[src/rtl/brel_pkg.sv]
// brel_pkg: shared types and constants of the branch relocator
// no dependencies; imported by the interfaces and every module of the block
package brel_pkg;

  localparam int FIELD_ADDR_W = 64;   // width of the address fields on the ports
  localparam int WORD_W       = 32;   // width of instruction and flag words
  localparam int ADDR_W_DEF   = 64;   // default active address width

  // operation codes carried in the command field
  typedef enum logic [1:0] {
    CMD_TRANSLATE = 2'd0,
    CMD_CREATE_I  = 2'd1,
    CMD_CREATE_B  = 2'd2,
    CMD_INSPECT   = 2'd3
  } brel_cmd_t;

  // primary opcodes
  localparam logic [5:0] OPC_IFORM = 6'd18;
  localparam logic [5:0] OPC_BFORM = 6'd16;

  // bit positions inside a branch word
  localparam int AA_BIT = 1;

  // decoded attributes of one instruction word
  typedef struct packed {
    logic is_branch;
    logic is_iform;
    logic is_relative;
  } brel_dec_t;

endpackage

[src/rtl/brel_req_if.sv]
// brel_req_if: request channel of the branch relocator, valid/ready plus payload
// depends on brel_pkg
interface brel_req_if
  import brel_pkg::*;
();
  logic                    valid;
  logic                    ready;
  logic [1:0]              command;
  logic [WORD_W-1:0]       instr_word;
  logic [FIELD_ADDR_W-1:0] instr_addr;
  logic [FIELD_ADDR_W-1:0] new_addr;
  logic [FIELD_ADDR_W-1:0] target_addr;
  logic [WORD_W-1:0]       flags;

  modport source (
    output valid, command, instr_word, instr_addr, new_addr, target_addr, flags,
    input  ready
  );
  modport sink (
    input  valid, command, instr_word, instr_addr, new_addr, target_addr, flags,
    output ready
  );
endinterface

[src/rtl/brel_rsp_if.sv]
// brel_rsp_if: result channel of the branch relocator, valid/ready plus payload
// depends on brel_pkg
interface brel_rsp_if
  import brel_pkg::*;
();
  logic                    valid;
  logic                    ready;
  logic [WORD_W-1:0]       out_word;
  logic [FIELD_ADDR_W-1:0] out_target;
  logic                    ok;
  logic                    is_branch;
  logic                    is_relative;
  logic                    target_match;

  modport source (
    output valid, out_word, out_target, ok, is_branch, is_relative, target_match,
    input  ready
  );
  modport sink (
    input  valid, out_word, out_target, ok, is_branch, is_relative, target_match,
    output ready
  );
endinterface

[src/rtl/branch_instruction_relocator.sv]
// branch_instruction_relocator: PowerPC branch translate / create / inspect unit
// depends on brel_pkg, brel_req_if, brel_rsp_if, brel_decode, brel_encode
// path: request through the input, decode and result registers (3 regs) to the response
// throughput: one transaction per cycle, stalls only when the result side holds off
// reset: synchronous active-high rst clears the stage valid bits and holds ready low
// the pipeline has no other state, so the block is ready as soon as rst drops
module branch_instruction_relocator
  import brel_pkg::*;
#(
  parameter int ADDR_W = ADDR_W_DEF   // active address width, 32 to 64
) (
  input logic       clk,
  input logic       rst,
  brel_req_if.sink   request,
  brel_rsp_if.source response
);

  // stage advance: a stage loads when it is empty or its content moves on
  logic adv1;
  logic adv2;
  logic adv3;

  // stage 1: captured request, addresses trimmed to the active width
  logic              v1;
  brel_cmd_t         cmd1;
  logic [WORD_W-1:0] word1;
  logic [ADDR_W-1:0] src1;
  logic [ADDR_W-1:0] dst1;
  logic [ADDR_W-1:0] tgt1;
  logic [WORD_W-1:0] flags1;

  // stage 2: decoded word plus operands for the encoder
  logic              v2;
  brel_cmd_t         cmd2;
  logic [WORD_W-1:0] word2;
  logic [ADDR_W-1:0] dst2;
  logic [ADDR_W-1:0] tgt2;
  logic [WORD_W-1:0] flags2;
  logic [ADDR_W-1:0] dect2;
  brel_dec_t         dec2;

  // stage 3: result register
  logic              v3;
  logic [WORD_W-1:0] word3;
  logic [ADDR_W-1:0] dect3;
  logic              ok3;
  logic              br3;
  logic              rel3;
  logic              match3;

  // combinational results
  logic [ADDR_W-1:0] dec_target;
  brel_dec_t         dec;
  logic [WORD_W-1:0] enc_word;
  logic              enc_ok;

  assign adv3 = !v3 || response.ready;
  assign adv2 = !v2 || adv3;
  assign adv1 = !v1 || adv2;
  // no request transaction while reset is held
  assign request.ready = adv1 && !rst;

  // valid bits
  always_ff @(posedge clk) begin
    if (rst) begin
      v1 <= 1'b0;
      v2 <= 1'b0;
      v3 <= 1'b0;
    end else begin
      if (adv1) v1 <= request.valid;
      if (adv2) v2 <= v1;
      if (adv3) v3 <= v2;
    end
  end

  // input register: take a request transaction
  always_ff @(posedge clk) begin
    if (adv1 && request.valid) begin
      cmd1   <= brel_cmd_t'(request.command);
      word1  <= request.instr_word;
      src1   <= request.instr_addr[ADDR_W-1:0];
      dst1   <= request.new_addr[ADDR_W-1:0];
      tgt1   <= request.target_addr[ADDR_W-1:0];
      flags1 <= request.flags;
    end
  end

  // decode the existing word at its current address
  brel_decode #(.ADDR_W(ADDR_W)) u_decode (
    .word   (word1),
    .at     (src1),
    .target (dec_target),
    .dec    (dec)
  );

  always_ff @(posedge clk) begin
    if (adv2 && v1) begin
      cmd2   <= cmd1;
      word2  <= word1;
      dst2   <= dst1;
      tgt2   <= tgt1;
      flags2 <= flags1;
      dect2  <= dec_target;
      dec2   <= dec;
    end
  end

  // encode the branch for the selected operation at the new address
  brel_encode #(.ADDR_W(ADDR_W)) u_encode (
    .cmd        (cmd2),
    .word       (word2),
    .dec        (dec2),
    .dec_target (dect2),
    .at         (dst2),
    .tgt        (tgt2),
    .flags      (flags2),
    .enc_word   (enc_word),
    .ok         (enc_ok)
  );

  // result register; target compare sits here beside the encoder
  always_ff @(posedge clk) begin
    if (adv3 && v2) begin
      word3  <= enc_word;
      dect3  <= dect2;
      ok3    <= enc_ok;
      br3    <= dec2.is_branch;
      rel3   <= dec2.is_relative;
      match3 <= dec2.is_branch && (dect2 == tgt2);
    end
  end

  assign response.valid        = v3;
  assign response.out_word     = word3;
  assign response.out_target   = FIELD_ADDR_W'(dect3);
  assign response.ok           = ok3;
  assign response.is_branch    = br3;
  assign response.is_relative  = rel3;
  assign response.target_match = match3;

  // a produced word always means success
  a_word_implies_ok: assert property (@(posedge clk) disable iff (rst)
    v3 && (word3 != '0) |-> ok3)
    else $error("nonzero result word without ok");

  // a produced word is always an I-form or B-form branch
  a_word_is_branch: assert property (@(posedge clk) disable iff (rst)
    v3 && (word3 != '0) |-> (word3[31:26] == OPC_IFORM) || (word3[31:26] == OPC_BFORM))
    else $error("result word has a non-branch opcode");

  // a word that is not a branch carries no decode results
  a_nonbranch_clear: assert property (@(posedge clk) disable iff (rst)
    v3 && !br3 |-> (dect3 == '0) && !rel3 && !match3)
    else $error("decode results set for a non-branch word");

  // the decode register feeds the result register in order
  a_stage_flow: assert property (@(posedge clk) disable iff (rst)
    v2 && adv3 |=> v3)
    else $error("result lost between decode and result stage");

endmodule

[src/rtl/brel_decode.sv]
// brel_decode: classifies an instruction word and computes its branch target
// depends on brel_pkg
module brel_decode
  import brel_pkg::*;
#(
  parameter int ADDR_W = ADDR_W_DEF
) (
  input  logic [WORD_W-1:0] word,
  input  logic [ADDR_W-1:0] at,
  output logic [ADDR_W-1:0] target,
  output brel_dec_t         dec
);
  logic [5:0]        opc;
  logic [ADDR_W-1:0] imm;

  assign opc = word[31:26];

  always_comb begin
    dec.is_iform    = (opc == OPC_IFORM);
    dec.is_branch   = dec.is_iform || (opc == OPC_BFORM);
    dec.is_relative = dec.is_branch && !word[AA_BIT];
    // sign-extended immediate of the detected form
    if (dec.is_iform) begin
      imm = {{(ADDR_W-26){word[25]}}, word[25:2], 2'b00};
    end else begin
      imm = {{(ADDR_W-16){word[15]}}, word[15:2], 2'b00};
    end
    if (!dec.is_branch) begin
      target = '0;
    end else if (dec.is_relative) begin
      target = imm + at;
    end else begin
      target = imm;
    end
  end
endmodule

[src/rtl/brel_encode.sv]
// brel_encode: builds an I-form or B-form branch word for the selected operation
// depends on brel_pkg
module brel_encode
  import brel_pkg::*;
#(
  parameter int ADDR_W = ADDR_W_DEF
) (
  input  brel_cmd_t         cmd,
  input  logic [WORD_W-1:0] word,
  input  brel_dec_t         dec,
  input  logic [ADDR_W-1:0] dec_target,
  input  logic [ADDR_W-1:0] at,
  input  logic [ADDR_W-1:0] tgt,
  input  logic [WORD_W-1:0] flags,
  output logic [WORD_W-1:0] enc_word,
  output logic              ok
);
  logic [ADDR_W-1:0] dest;
  logic [WORD_W-1:0] fl;
  logic              want_i;
  logic              want_b;
  logic [ADDR_W-1:0] disp;
  logic              fit_i;
  logic              fit_b;
  logic              aligned;

  // operand selection per operation
  always_comb begin
    dest   = tgt;
    fl     = flags;
    want_i = 1'b0;
    want_b = 1'b0;
    unique case (cmd)
      CMD_TRANSLATE: begin
        dest   = dec_target;
        fl     = word;
        want_i = dec.is_branch && dec.is_iform;
        want_b = dec.is_branch && !dec.is_iform;
      end
      CMD_CREATE_I: want_i = 1'b1;
      CMD_CREATE_B: want_b = 1'b1;
      CMD_INSPECT: begin
        want_i = 1'b0;
        want_b = 1'b0;
      end
      default: begin
        want_i = 1'b0;
        want_b = 1'b0;
      end
    endcase
  end

  // absolute keeps the target itself, relative takes the wrapped difference
  assign disp    = fl[AA_BIT] ? dest : dest - at;
  assign aligned = (disp[1:0] == 2'b00);
  // displacement fits in a signed 26-bit or 16-bit field
  assign fit_i   = (&disp[ADDR_W-1:25]) || !(|disp[ADDR_W-1:25]);
  assign fit_b   = (&disp[ADDR_W-1:15]) || !(|disp[ADDR_W-1:15]);

  always_comb begin
    enc_word = '0;
    ok       = 1'b0;
    if (cmd == CMD_INSPECT) begin
      ok = dec.is_branch;
    end else if (want_i && fit_i && aligned) begin
      enc_word = {OPC_IFORM, disp[25:2], fl[1:0]};
      ok       = 1'b1;
    end else if (want_b && fit_b && aligned) begin
      enc_word = {OPC_BFORM, fl[25:16], disp[15:2], fl[1:0]};
      ok       = 1'b1;
    end
  end
endmodule
[src/flat_wrapper.sv]
// flat-port wrapper written by rule: the top's interface ports become plain ports
module branch_instruction_relocator_flat import brel_pkg::*;
#(
  parameter int ADDR_W = ADDR_W_DEF                                    
)
  (clk, rst, request_valid, request_command, request_instr_word, request_instr_addr, request_new_addr, request_target_addr, request_flags, request_ready, response_valid, response_out_word, response_out_target, response_ok, response_is_branch, response_is_relative, response_target_match, response_ready);
  brel_req_if request_i ();
  brel_rsp_if response_i ();
  input logic clk;
  input logic rst;
  input wire logic [$bits(request_i.valid)-1:0] request_valid;
  input wire logic [$bits(request_i.command)-1:0] request_command;
  input wire logic [$bits(request_i.instr_word)-1:0] request_instr_word;
  input wire logic [$bits(request_i.instr_addr)-1:0] request_instr_addr;
  input wire logic [$bits(request_i.new_addr)-1:0] request_new_addr;
  input wire logic [$bits(request_i.target_addr)-1:0] request_target_addr;
  input wire logic [$bits(request_i.flags)-1:0] request_flags;
  output wire logic [$bits(request_i.ready)-1:0] request_ready;
  output wire logic [$bits(response_i.valid)-1:0] response_valid;
  output wire logic [$bits(response_i.out_word)-1:0] response_out_word;
  output wire logic [$bits(response_i.out_target)-1:0] response_out_target;
  output wire logic [$bits(response_i.ok)-1:0] response_ok;
  output wire logic [$bits(response_i.is_branch)-1:0] response_is_branch;
  output wire logic [$bits(response_i.is_relative)-1:0] response_is_relative;
  output wire logic [$bits(response_i.target_match)-1:0] response_target_match;
  input wire logic [$bits(response_i.ready)-1:0] response_ready;
  assign request_i.valid = request_valid;
  assign request_i.command = request_command;
  assign request_i.instr_word = request_instr_word;
  assign request_i.instr_addr = request_instr_addr;
  assign request_i.new_addr = request_new_addr;
  assign request_i.target_addr = request_target_addr;
  assign request_i.flags = request_flags;
  assign request_ready = request_i.ready;
  assign response_valid = response_i.valid;
  assign response_out_word = response_i.out_word;
  assign response_out_target = response_i.out_target;
  assign response_ok = response_i.ok;
  assign response_is_branch = response_i.is_branch;
  assign response_is_relative = response_i.is_relative;
  assign response_target_match = response_i.target_match;
  assign response_i.ready = response_ready;
  branch_instruction_relocator #(.ADDR_W(ADDR_W)) u_core (.clk(clk), .rst(rst), .request(request_i), .response(response_i));
endmodule
[config.mk]
export PLATFORM = sky130hd
export DESIGN_NAME = branch_instruction_relocator_flat
export DESIGN_NICKNAME = d
export VERILOG_FILES = /design/src/rtl/brel_pkg.sv /design/src/rtl/brel_req_if.sv /design/src/rtl/brel_rsp_if.sv /design/src/rtl/branch_instruction_relocator.sv /design/src/rtl/brel_decode.sv /design/src/rtl/brel_encode.sv /design/src/flat_wrapper.sv
export SDC_FILE = /design/constraint.sdc
export NUM_CORES = 1
export LEC_CHECK = 0
export ABC_CLOCK_PERIOD_IN_PS = 43300
export BUFFER_PORTS_ARGS = -buffer_cell sky130_fd_sc_hd__buf_2
export CORE_MARGIN = 3
export CORE_UTILIZATION = 30
export DETAILED_ROUTE_END_ITERATION = 8
export GPL_ROUTABILITY_DRIVEN = 0
export SYNTH_ARGS = -nofsm -noshare
export SYNTH_HDL_FRONTEND = slang
export SYNTH_SLANG_ARGS = --single-unit
[constraint.sdc]
create_clock -name clk -period 43.3 [get_ports clk]
set_input_delay 8.66 -clock clk [delete_from_list [all_inputs] [get_ports clk]]
set_output_delay 8.66 -clock clk [all_outputs]
set_load 0.01 [all_outputs]
==> impl_metrics.py, run 1 <==
metrics = {
    "status": {
        "run_status": "complete, no violations",
    },
    "clock_network": {
        "cts_hold_buf": 0,
        "cts_repair_resize_count": 0,
        "root_buffer": "sky130_fd_sc_hd__clkbuf_16",
        "ctsLongestPathBuffers": 3,
        "buffer_count_from_post_cts_setup_fixing": 0,
        "cts_inserted_buffers": 59,
        "clk_pin_slew_ns": 0.06,
        "cts_num_sinks": 558,
        "tritoncts_clock_tree": "done",
        "worstSkewPairLatency_ns": 0.66,
        "h-tree-depth": 2,
    },
    "final_layout": {
        "total_area_of_sequential_cells_um2": 16700,
        "final_net_count": 3068,
        "fill_cells": 9191,
        "multi_input_gate_area_in_the_final_layout_um2": 10600,
        "areaGrowthSynthToFinish_pct": 18.2,
        "final_layout_size_suffix_gt1_share_pct": 19.4,
        "final_core_utilization_pct": 36.1,
    },
    "detailed_routing": {
        "num_vias": 20295,
        "drt_iter0_drc": 2203,
        "first_pass_iters": 6,
        "total_wirelength_um": 89600,
        "antenna_violating_nets_post_route": 0,
        "avgRoutedWirePerCell_um": 22.5,
        "vias_per_cell": 5.09,
        "post-route-drc-count": 0,
    },
    "floorplan": {
        "pin_count": 364,
        "design.die.area_um2": 97900,
        "die_w_um": 313,
        "core-area_um2": 92500,
        "num_rows": 111,
        "starting_density_of_the_core_pct": 30.6,
        "die-height_um": 313,
    },
    "setup_path": {
        "setup.worst_path.end_class": "output port",
        "crit_fanout": 5,
        "timing.critical_path.from_type": "input pin",
        "worst-r2r-cell-count": 19,
        "arrival_ns": 9.71,
        "timing.setup.critical_path_class": "input pin to output port",
        "critical_path_required_ns": 34.64,
    },
    "yosys": {
        "synthesis.yosys.warnings": 0,
        "post_synth_inst_count": 2356,
        "avgSynthCellArea_um2": 12.0,
        "synthDistinctLibCells": 86,
        "synthesis.area_um2": 28300,
        "synth_ff_type": "sky130_fd_sc_hd__edfxtp_1",
        "synth_enable_flop_cells": 555,
        "yosys_register_bits": 558,
        "most_used_standard_cell_by_instance_count_after_synthesis": "sky130_fd_sc_hd__edfxtp_1",
        "yosysSeqAreaShare_pct": 59.2,
        "yosys-top-cells-area": "sky130_fd_sc_hd__edfxtp_1 59%, sky130_fd_sc_hd__ha_1 5.5%, sky130_fd_sc_hd__a21oi_1 3.8%",
        "fraction_of_registers_with_async_set_or_reset_after_synthesis_pct": 0,
        "synth_largest_type_area_fraction_pct": 59.0,
        "synth_top_cells_by_count": "555 x sky130_fd_sc_hd__edfxtp_1, 213 x sky130_fd_sc_hd__a21oi_1, 181 x sky130_fd_sc_hd__nor2_1",
        "post-synth-top-area-cell": "sky130_fd_sc_hd__edfxtp_1",
    },
    "sta": {
        "worstMarginPinSlew_ns": 1.03,
        "timing.final.max_slew_violations": 0,
        "final.min_clock_period_ns": 18.37,
        "finalSetupTns_ns": 0,
        "grt_setup_unrepaired": "no",
        "hold_violations": 0,
        "min_period_over_period_pct": 42.4,
        "hold_ws_ns": 0.415,
        "clock.fmax_mhz": 54.4,
        "clock_skew_ns": 0.0383,
        "setup_viol": 0,
        "slew_headroom_pct": 31.2,
    },
    "place": {
        "portBuffers": 339,
        "place_hpwl_um": 68300,
    },
    "pwr": {
        "pwr-share-comb_pct": 16.6,
        "power_switching_share_pct": 27.7,
        "switching_power_w": 0.000396,
        "power.share.clock_pct": 37.8,
        "p_leak_nw": 12.5,
        "internal_power_w": 0.00103,
        "power-per-cell-area_nw_per_um2": 42.8,
        "vdd_drop_max_v": 0.0000266,
        "pwr-share-seq_pct": 45.6,
    },
    "run": {
        "cap_violations": 0,
    },
    "grt": {
        "number_of_antenna_violations_at_the_first_check_in_global_routing": 24,
        "first_pass_grt_wire_length_um": 129000,
        "grt_util_all_layers_pct": 17.7,
        "grt_max_degree": 164,
        "via_count_of_the_first_global_routing_pass": 19727,
        "grt_overflow_total": 0,
    },
    "hold_path": {
        "hold_path.class": "register to register",
        "worstHoldPathCells": 0,
    },
}
critical path, cell delays in order:
cell and delay (ns):
sky130_fd_sc_hd__buf_2 0.10, sky130_fd_sc_hd__nor2b_1 0.43, sky130_fd_sc_hd__and3_1 0.33, sky130_fd_sc_hd__nor2_1 0.06, sky130_fd_sc_hd__buf_2 0.13
per-layer routing:
metal	wire length, µm	track usage, %
met1	39300	24.3
met5	73	0
met3	6920	3.65
met2	39700	27.3
met4	3530	7.15
flip-flops by register name, summed over array words and instances, names as in the netlist, 2 cells and up:
signal	count
u_core.tgt2	64
u_core.flags1	12
u_core.cmd2	2
u_core.dec2	3
u_core.dst2	64
u_core.tgt1	64
u_core.word1	32
u_core.dect2	64
u_core.word2	12
u_core.response.out_word	28
u_core.response.out_target	64
u_core.cmd1	2
u_core.src1	64
u_core.flags2	12
u_core.dst1	64
layout make-up:
class | instances | share of cell area, %
repair buffers | 355 | 5.51
flip-flops and latches | 558 | 50.1
well taps | 1243 | 4.65
inverters | 150 | 1.68
multi-input cells | 1556 | 31.9
clock buffers | 63 | 4.46
diodes | 14 | 0.105
clock inverters | 46 | 1.67
through the flow:
stage                     total power, W  cell area (µm²)  worst slack [ns]  std cells
after CTS                        0.00144            33400             24.93       3971
final                            0.00143            33400             24.93       3985
after detailed placement        0.000898            31300             24.93       3862
after floorplan                 0.000830            28300             17.51       2359
after global placement          0.000896            31300             24.94       3862
after global routing             0.00149            33400             24.85       3979
cell usage in the layout (no fill, tap or decap), types with 13 or more instances in the layout:
cell type,netlist,layout
sky130_fd_sc_hd__nor4_1,28,28
sky130_fd_sc_hd__a21o_1,68,68
sky130_fd_sc_hd__nand4_1,40,40
sky130_fd_sc_hd__xnor2_1,61,61
sky130_fd_sc_hd__ha_1,124,124
sky130_fd_sc_hd__nand3_1,39,39
sky130_fd_sc_hd__a211oi_1,17,17
sky130_fd_sc_hd__inv_1,150,150
sky130_fd_sc_hd__nand2b_1,20,20
sky130_fd_sc_hd__nand2_1,135,135
sky130_fd_sc_hd__buf_2,5,339
sky130_fd_sc_hd__diode_2,0,14
sky130_fd_sc_hd__mux2i_1,49,48
sky130_fd_sc_hd__xor2_1,76,76
sky130_fd_sc_hd__a31oi_1,23,23
sky130_fd_sc_hd__o31ai_1,13,13
sky130_fd_sc_hd__mux2_2,37,37
sky130_fd_sc_hd__o21ai_0,110,110
sky130_fd_sc_hd__nor2_1,181,180
sky130_fd_sc_hd__edfxtp_1,555,555
sky130_fd_sc_hd__buf_4,4,14
sky130_fd_sc_hd__o21bai_1,17,17
sky130_fd_sc_hd__and3_1,22,22
sky130_fd_sc_hd__o211ai_1,13,13
sky130_fd_sc_hd__o22ai_1,22,22
sky130_fd_sc_hd__a21oi_1,213,213
sky130_fd_sc_hd__or3_1,13,13
sky130_fd_sc_hd__clkbuf_16,0,59
sky130_fd_sc_hd__o21a_1,16,16
sky130_fd_sc_hd__nor3_1,35,35
path summary, 6_finish.rpt:
check | slack (ns) | endpoint | startpoint
worst max-delay path | 24.93 | request_ready | response_ready
worst min-delay path | 0.42 | u_core.tgt2[52] | u_core.tgt1[52]
worst max register to register | 35.87 | u_core.response.out_word[4] | u_core.cmd2[0]
worst min register to register | 0.42 | u_core.tgt2[52] | u_core.tgt1[52]
power groups by stage:
stage          Clock, W  Sequential, W  Combinational (W)
2_1_floorplan         0       0.000662           0.000168
3_3_place_gp          0       0.000663           0.000233
3_5_place_dp          0       0.000663           0.000235
4_1_cts        0.000555       0.000652           0.000236
5_1_grt        0.000576       0.000654           0.000263
6_report       0.000540       0.000652           0.000238
kinds of logic (layout without fill, tap and decap cells):
group                      after synthesis  in the layout  share of synthesized area (%)
adders and majority gates              126            126                           5.63
muxes                                   86             86                           3.21
buffers and inverters                  245            614                           3.39
other                                    1             18                         0.0133
xor gates and xnor gates               137            137                           4.24
and+or+nand+nor                        574            574                           9.82
AOI/OAI and AO/OA                      629            629                           14.5
DFF                                    558            558                           59.2
Power figures use the tool's default switching activity.
==> run 2, diff against run 1 <==
ABC_CLOCK_PERIOD_IN_PS = 17800   (was 43300)
clock period = 17.8 ns   (was 43.3 ns; I/O delays follow)
==> run 2 against run 1 <==
Routed wire length about the same. Critical path type unchanged. Combinational power rose by 140%. Sequential share of layout area grew 0.14 points. Final area shrank 0.27%. Clock-buffer cell count rose by 12.
==> impl_metrics.py, run 2 (same netlist as run 1, synthesis figures left out) <==
metrics = {
    "hold_path": {
        "worstHoldPathCells": 0,
        "hold_path.class": "register to register",
    },
    "setup_path": {
        "number_of_buffer_and_inverter_instances_along_the_worst_setup_path": 2,
        "path_common_cell": "sky130_fd_sc_hd__buf_2",
        "cpPeakStageDelay_ns": 0.44,
        "crit_fanout": 5,
        "timing.setup.critical_path_class": "input pin to output port",
        "worst-r2r-cell-count": 20,
        "ff2ff_setup_slack_ns": 10.44,
        "worstSetupPathDepth": 5,
        "critical_path_required_ns": 14.24,
        "arrival_ns": 4.62,
        "timing.critical_path.from_type": "input pin",
        "critical-path-slowest-cell": "sky130_fd_sc_hd__nor2b_1",
        "crit_chain": "buf_2 > nor2b_1 > and3_1 > nor2_1 > buf_2",
        "timing.critical_path.max_delay_family": "simple AND/OR/NAND/NOR gates",
        "setup.worst_path.end_class": "output port",
    },
    "floorplan": {
        "num_rows": 111,
        "core-area_um2": 92500,
        "pin_count": 364,
        "die-height_um": 313,
        "design.die.area_um2": 97900,
        "starting_density_of_the_core_pct": 30.6,
        "die_w_um": 313,
    },
    "clock_network": {
        "cts_num_sinks": 558,
        "root_buffer": "sky130_fd_sc_hd__clkbuf_16",
        "h-tree-depth": 2,
        "tritoncts_clock_tree": "done",
        "ctsLongestPathBuffers": 3,
        "buffer_count_from_post_cts_setup_fixing": 0,
        "cts_repair_resize_count": 0,
        "worstSkewPairLatency_ns": 0.65,
        "cts_inserted_buffers": 60,
        "clk_pin_slew_ns": 0.06,
        "cts_hold_buf": 0,
    },
    "place": {
        "placedCellCount": 3865,
        "post-place-ws_ns": 9.62,
        "place_hpwl_um": 68800,
        "placement.cell_area_um2": 31300,
        "portBuffers": 339,
    },
    "sta": {
        "post-route-worst-setup-slack_ns": 9.62,
        "final.min_clock_period_ns": 8.18,
        "finalSetupTns_ns": 0,
        "worstMarginPinSlew_ns": 0.960,
        "timing.final.max_slew_violations": 0,
        "grt_setup_unrepaired": "no",
        "setup_viol": 0,
        "clock.fmax_mhz": 122,
        "hold_violations": 0,
        "min_period_over_period_pct": 46.0,
        "slew_headroom_pct": 36.0,
        "clock_skew_ns": 0.0245,
    },
    "final_layout": {
        "final_cells": 3985,
        "final_layout_size_suffix_gt1_share_pct": 18.9,
        "final_design_area_excluding_fillers_um2": 33300,
        "most_common_library_cell_in_the_layout_ignoring_fill_and_taps": "sky130_fd_sc_hd__edfxtp_1",
        "final_net_count": 3072,
        "areaGrowthSynthToFinish_pct": 17.9,
        "most-common-layout-cells": "555 x sky130_fd_sc_hd__edfxtp_1, 339 x sky130_fd_sc_hd__buf_2, 213 x sky130_fd_sc_hd__a21oi_1",
    },
    "grt": {
        "via_count_of_the_first_global_routing_pass": 19648,
        "grt_util_all_layers_pct": 17.8,
        "first_pass_grt_wire_length_um": 129000,
        "number_of_antenna_violations_at_the_first_check_in_global_routing": 22,
        "grt_overflow_total": 0,
        "grt_max_degree": 154,
    },
    "pwr": {
        "p_leak_nw": 12.5,
        "power.share.clock_pct": 36.9,
        "internal_power_w": 0.00249,
        "pwr-share-comb_pct": 16.9,
        "power_switching_share_pct": 27.5,
        "vdd_drop_max_v": 0.0000802,
        "switching_power_w": 0.000942,
        "pwr-share-seq_pct": 46.3,
        "power-per-cell-area_nw_per_um2": 103,
    },
    "detailed_routing": {
        "total_wirelength_um": 89700,
        "post-route-drc-count": 0,
        "antenna_violating_nets_post_route": 0,
        "first_pass_iters": 5,
        "vias_per_cell": 5.08,
        "drt_iter0_drc": 2033,
        "num_vias": 20254,
        "avgRoutedWirePerCell_um": 22.5,
    },
    "run": {
        "cap_violations": 0,
    },
    "status": {
        "run_status": "complete, no violations",
    },
}
==> run 2: cell types whose count changed in the layout (fill, tap and decap cells not counted), sizes merged <==
| cell | change |
|---|---|
| clkbuf | +12 |
| diode | -7 |
| clkinvlp | -4 |
| buf | +3 |
| bufinv | -3 |
| inv | -3 |
| clkinv | +2 |
==> run 2: per-layer routing <==
layer,routed length [µm],track usage (%)
met1,40800,25.1
met2,40600,28.1
met3,5580,2.60
met4,2680,5.43
met5,53,0
==> run 2: power by group through the flow <==
stage,combinational (W),sequential [W],clock (W)
finish,0.000579,0.00159,0.00126
floorplan,0.000408,0.00160,0
CTS,0.000574,0.00159,0.00130
global placement,0.000567,0.00161,0
global route,0.000640,0.00159,0.00135
detailed placement,0.000570,0.00161,0
==> run 2: final timing paths <==
kind | startpoint | endpoint
worst max-delay path | response_ready | request_ready
worst min-delay path | u_core.flags1[25] | u_core.flags2[25]
worst max register to register | u_core.cmd2[0] | u_core.response.out_word[20]
worst min register to register | u_core.flags1[25] | u_core.flags2[25]
==> run 2: area by class of cell <==
cell class / instances / area (µm²)
Antenna cell: 7 / 17.5
Clock inverter: 38 / 390
Tap cell: 1243 / 1560
Clock buffer: 75 / 1580
Sequential cell: 558 / 16700
Multi-Input combinational cell: 1556 / 10600
Timing Repair Buffer: 358 / 1850
Inverter: 150 / 563
Fill cell: 9241 / 59200
==> run 2: per-stage QoR <==
step                      utilization [%]  power, W  hold WS [ns]
final                                36.0   0.00343         0.408
after floorplan                         -   0.00201         0.400
after CTS                            36.0   0.00346         0.402
after global routing                 36.0   0.00358         0.420
after detailed placement             33.9   0.00218         0.405
after global placement               33.9   0.00218         0.402
==> run 3, diff against run 2 <==
ABC_AREA = 1   (was not set)
ABC_CLOCK_PERIOD_IN_PS = 6600   (was 17800)
clock period = 6.6 ns   (was 17.8 ns; I/O delays follow)
==> run 3 against run 2 <==
Flip-flop and latch count unchanged. Routed wire length increased by 21%. Die area increased by 11%. Synthesized area increased by 12%. Sequential power increased to 2.6 times the previous value. Global-route usage increased by 1.6 points. Combinational power increased by 130%. Final cell count increased by 37%. Sequential share of layout area decreased by 4.8 points. Highest routed layer unchanged.
==> impl_metrics.py, run 3 <==
metrics = {
    "detailed_routing": {
        "total_wirelength_um": 108000,
        "num_vias": 26264,
        "antenna_violating_nets_post_route": 0,
        "post-route-drc-count": 0,
        "first_pass_iters": 5,
        "drt_iter0_drc": 2619,
        "avgRoutedWirePerCell_um": 19.9,
        "vias_per_cell": 4.82,
    },
    "pwr": {
        "power-per-cell-area_nw_per_um2": 242,
        "vdd_drop_max_v": 0.000202,
        "p_leak_nw": 16.8,
    },
    "yosys": {
        "synthDistinctLibCells": 60,
        "yosys-top-cells-area": "sky130_fd_sc_hd__edfxtp_1 53%, sky130_fd_sc_hd__nand2_1 13%, sky130_fd_sc_hd__inv_1 7.6%",
        "post-synth-top-area-cell": "sky130_fd_sc_hd__edfxtp_1",
        "synthesis.yosys.warnings": 0,
        "fraction_of_registers_with_async_set_or_reset_after_synthesis_pct": 0,
        "post_synth_inst_count": 3652,
        "synth_enable_flop_cells": 555,
        "yosysSeqAreaShare_pct": 53.0,
        "synth_largest_type_area_fraction_pct": 52.8,
        "synth_top_cells_by_count": "1103 x sky130_fd_sc_hd__nand2_1, 641 x sky130_fd_sc_hd__inv_1, 555 x sky130_fd_sc_hd__edfxtp_1",
        "most_used_standard_cell_by_instance_count_after_synthesis": "sky130_fd_sc_hd__nand2_1",
        "synthesis.area_um2": 31500,
        "avgSynthCellArea_um2": 8.64,
        "yosys_register_bits": 558,
        "synth_ff_type": "sky130_fd_sc_hd__edfxtp_1",
    },
    "setup_path": {
        "worst-r2r-cell-count": 26,
        "arrival_ns": 6.16,
        "ff2ff_setup_slack_ns": 0.95,
        "crit_fanout": 41,
        "setup.worst_path.end_class": "register",
        "timing.critical_path.from_type": "register",
        "endpoint": "u_core.response.out_word[5]",
        "timing.critical_path.from": "u_core.cmd2[0]",
        "r2r_start": "u_core.cmd2[0]",
        "crit-reg2reg-capture": "u_core.response.out_word[5]",
        "critical_path_required_ns": 7.11,
        "timing.setup.critical_path_class": "register to register",
    },
    "clock_network": {
        "buffer_count_from_post_cts_setup_fixing": 0,
        "tritoncts_clock_tree": "done",
        "clk_pin_slew_ns": 0.06,
        "cts_hold_buf": 0,
        "worstSkewPairLatency_ns": 0.66,
        "cts_num_sinks": 558,
        "root_buffer": "sky130_fd_sc_hd__clkbuf_16",
        "cts_repair_resize_count": 0,
        "ctsLongestPathBuffers": 3,
        "h-tree-depth": 2,
        "cts_inserted_buffers": 60,
    },
    "final_layout": {
        "final_net_count": 4402,
        "final_layout_size_suffix_gt1_share_pct": 13.7,
        "areaGrowthSynthToFinish_pct": 17.0,
        "final_cells": 5444,
        "most_common_library_cell_in_the_layout_ignoring_fill_and_taps": "sky130_fd_sc_hd__nand2_1",
        "final_core_utilization_pct": 35.5,
        "most-common-layout-cells": "1103 x sky130_fd_sc_hd__nand2_1, 639 x sky130_fd_sc_hd__inv_1, 555 x sky130_fd_sc_hd__edfxtp_1",
    },
    "run": {
        "cap_violations": 0,
    },
    "grt": {
        "number_of_antenna_violations_at_the_first_check_in_global_routing": 6,
        "grt_overflow_total": 0,
        "first_pass_grt_wire_length_um": 156000,
        "via_count_of_the_first_global_routing_pass": 24533,
        "grt_util_all_layers_pct": 19.4,
        "grt_max_degree": 123,
    },
    "floorplan": {
        "die_w_um": 330,
        "core-area_um2": 104000,
        "die-height_um": 330,
        "design.die.area_um2": 109000,
        "starting_density_of_the_core_pct": 30.3,
        "num_rows": 118,
        "pin_count": 364,
    },
    "sta": {
        "finalSetupTns_ns": 0,
        "setup_viol": 0,
        "clock_skew_ns": 0.0725,
        "clock.fmax_mhz": 177,
        "hold_violations": 0,
        "slew_headroom_pct": 26.6,
        "worstMarginPinSlew_ns": 1.10,
        "grt_setup_unrepaired": "no",
        "timing.final.max_slew_violations": 0,
        "final.min_clock_period_ns": 5.65,
        "min_period_over_period_pct": 85.7,
    },
    "place": {
        "place_hpwl_um": 86700,
        "placedCellCount": 5332,
        "portBuffers": 339,
    },
    "hold_path": {
        "holdCritStartpoint": "u_core.tgt1[22]",
        "hold_path.class": "register to register",
    },
    "status": {
        "run_status": "complete, no violations",
    },
}
## run 3: layout make-up
type	count	area (µm²)
antenna	1	2.50
clock buffer	70	1540
clock inverter	41	465
fill	10754	67100
inverter	645	2430
multi-input combinational	2390	12100
sequential	558	16700
tap	1380	1730
timing repair buffer	359	1880
## run 3: worst min-delay path by stage
stage                              to  cells after the start  slack, ns
global route          u_core.dst2[28]                      0       0.39
CTS                   u_core.dst2[28]                      0       0.39
finish                u_core.tgt2[22]                      0       0.38
detailed placement    u_core.dst2[14]                      0       0.40
floorplan              u_core.cmd2[0]                      0       0.40
global placement    u_core.flags2[18]                      0       0.40
## run 3: kinds of logic after synthesis
family                   share of synthesized area, %
buffers and inverters                            8.68
AO/OA/AOI/OAI                                    8.35
adder cells (fa/ha/maj)                          5.05
flip-flops                                       53.0
other                                          0.0119
XOR/XNOR                                         1.86
AND/OR/NAND/NOR                                  22.2
multiplexers                                    0.809
## run 3: per-stage QoR
step	cell area [µm²]	hold slack (ns)	total power (W)	worst slack [ns]
after global placement	34900	0.403	0.00554	1.14
after CTS	36900	0.389	0.00899	1.03
after detailed placement	34900	0.405	0.00555	1.05
after global routing	36900	0.390	0.00932	0.469
after floorplan	31600	0.400	0.00510	0.0473
final	36900	0.378	0.00892	0.945
## run 3: power breakdown
part | switching [W] | total, W | internal [W]
registers | 0.0000801 | 0.00414 | 0.00406
clock network | 0.00146 | 0.00342 | 0.00196
logic | 0.000928 | 0.00136 | 0.000435
## run 3: routing by layer
layer | wire length (µm) | global-route usage (%) | share of wire, %
met2 | 49600 | 31.5 | 46
met4 | 4230 | 7.02 | 3.9
met1 | 45000 | 26.5 | 42
met5 | 7 | 0 | 0.0065
met3 | 9540 | 2.33 | 8.8
## run 3: worst max-delay path, stage by stage, from the launching register on
cell	delay, ns
sky130_fd_sc_hd__edfxtp_1	0.56
sky130_fd_sc_hd__nor2_8	0.60
sky130_fd_sc_hd__buf_4	0.38
sky130_fd_sc_hd__nor2_1	0.07
sky130_fd_sc_hd__a21oi_1	0.46
sky130_fd_sc_hd__ha_1	0.44
sky130_fd_sc_hd__nand2_1	0.18
sky130_fd_sc_hd__nor2_1	0.09
sky130_fd_sc_hd__nand2_1	0.14
sky130_fd_sc_hd__inv_1	0.07
sky130_fd_sc_hd__nand2_1	0.06
sky130_fd_sc_hd__nand2_1	0.05
sky130_fd_sc_hd__a21oi_1	0.33
sky130_fd_sc_hd__nand2_1	0.12
sky130_fd_sc_hd__nand2_1	0.08
sky130_fd_sc_hd__nand3_1	0.13
sky130_fd_sc_hd__nand2_1	0.19
sky130_fd_sc_hd__nand2_1	0.07
sky130_fd_sc_hd__nor2_1	0.13
sky130_fd_sc_hd__nand2_1	0.07
sky130_fd_sc_hd__nor2_1	0.18
sky130_fd_sc_hd__nand3_1	0.10
sky130_fd_sc_hd__nand2_1	0.40
sky130_fd_sc_hd__nand2_1	0.20
sky130_fd_sc_hd__nand2_4	0.12
sky130_fd_sc_hd__inv_4	0.11
sky130_fd_sc_hd__nor2_1	0.12
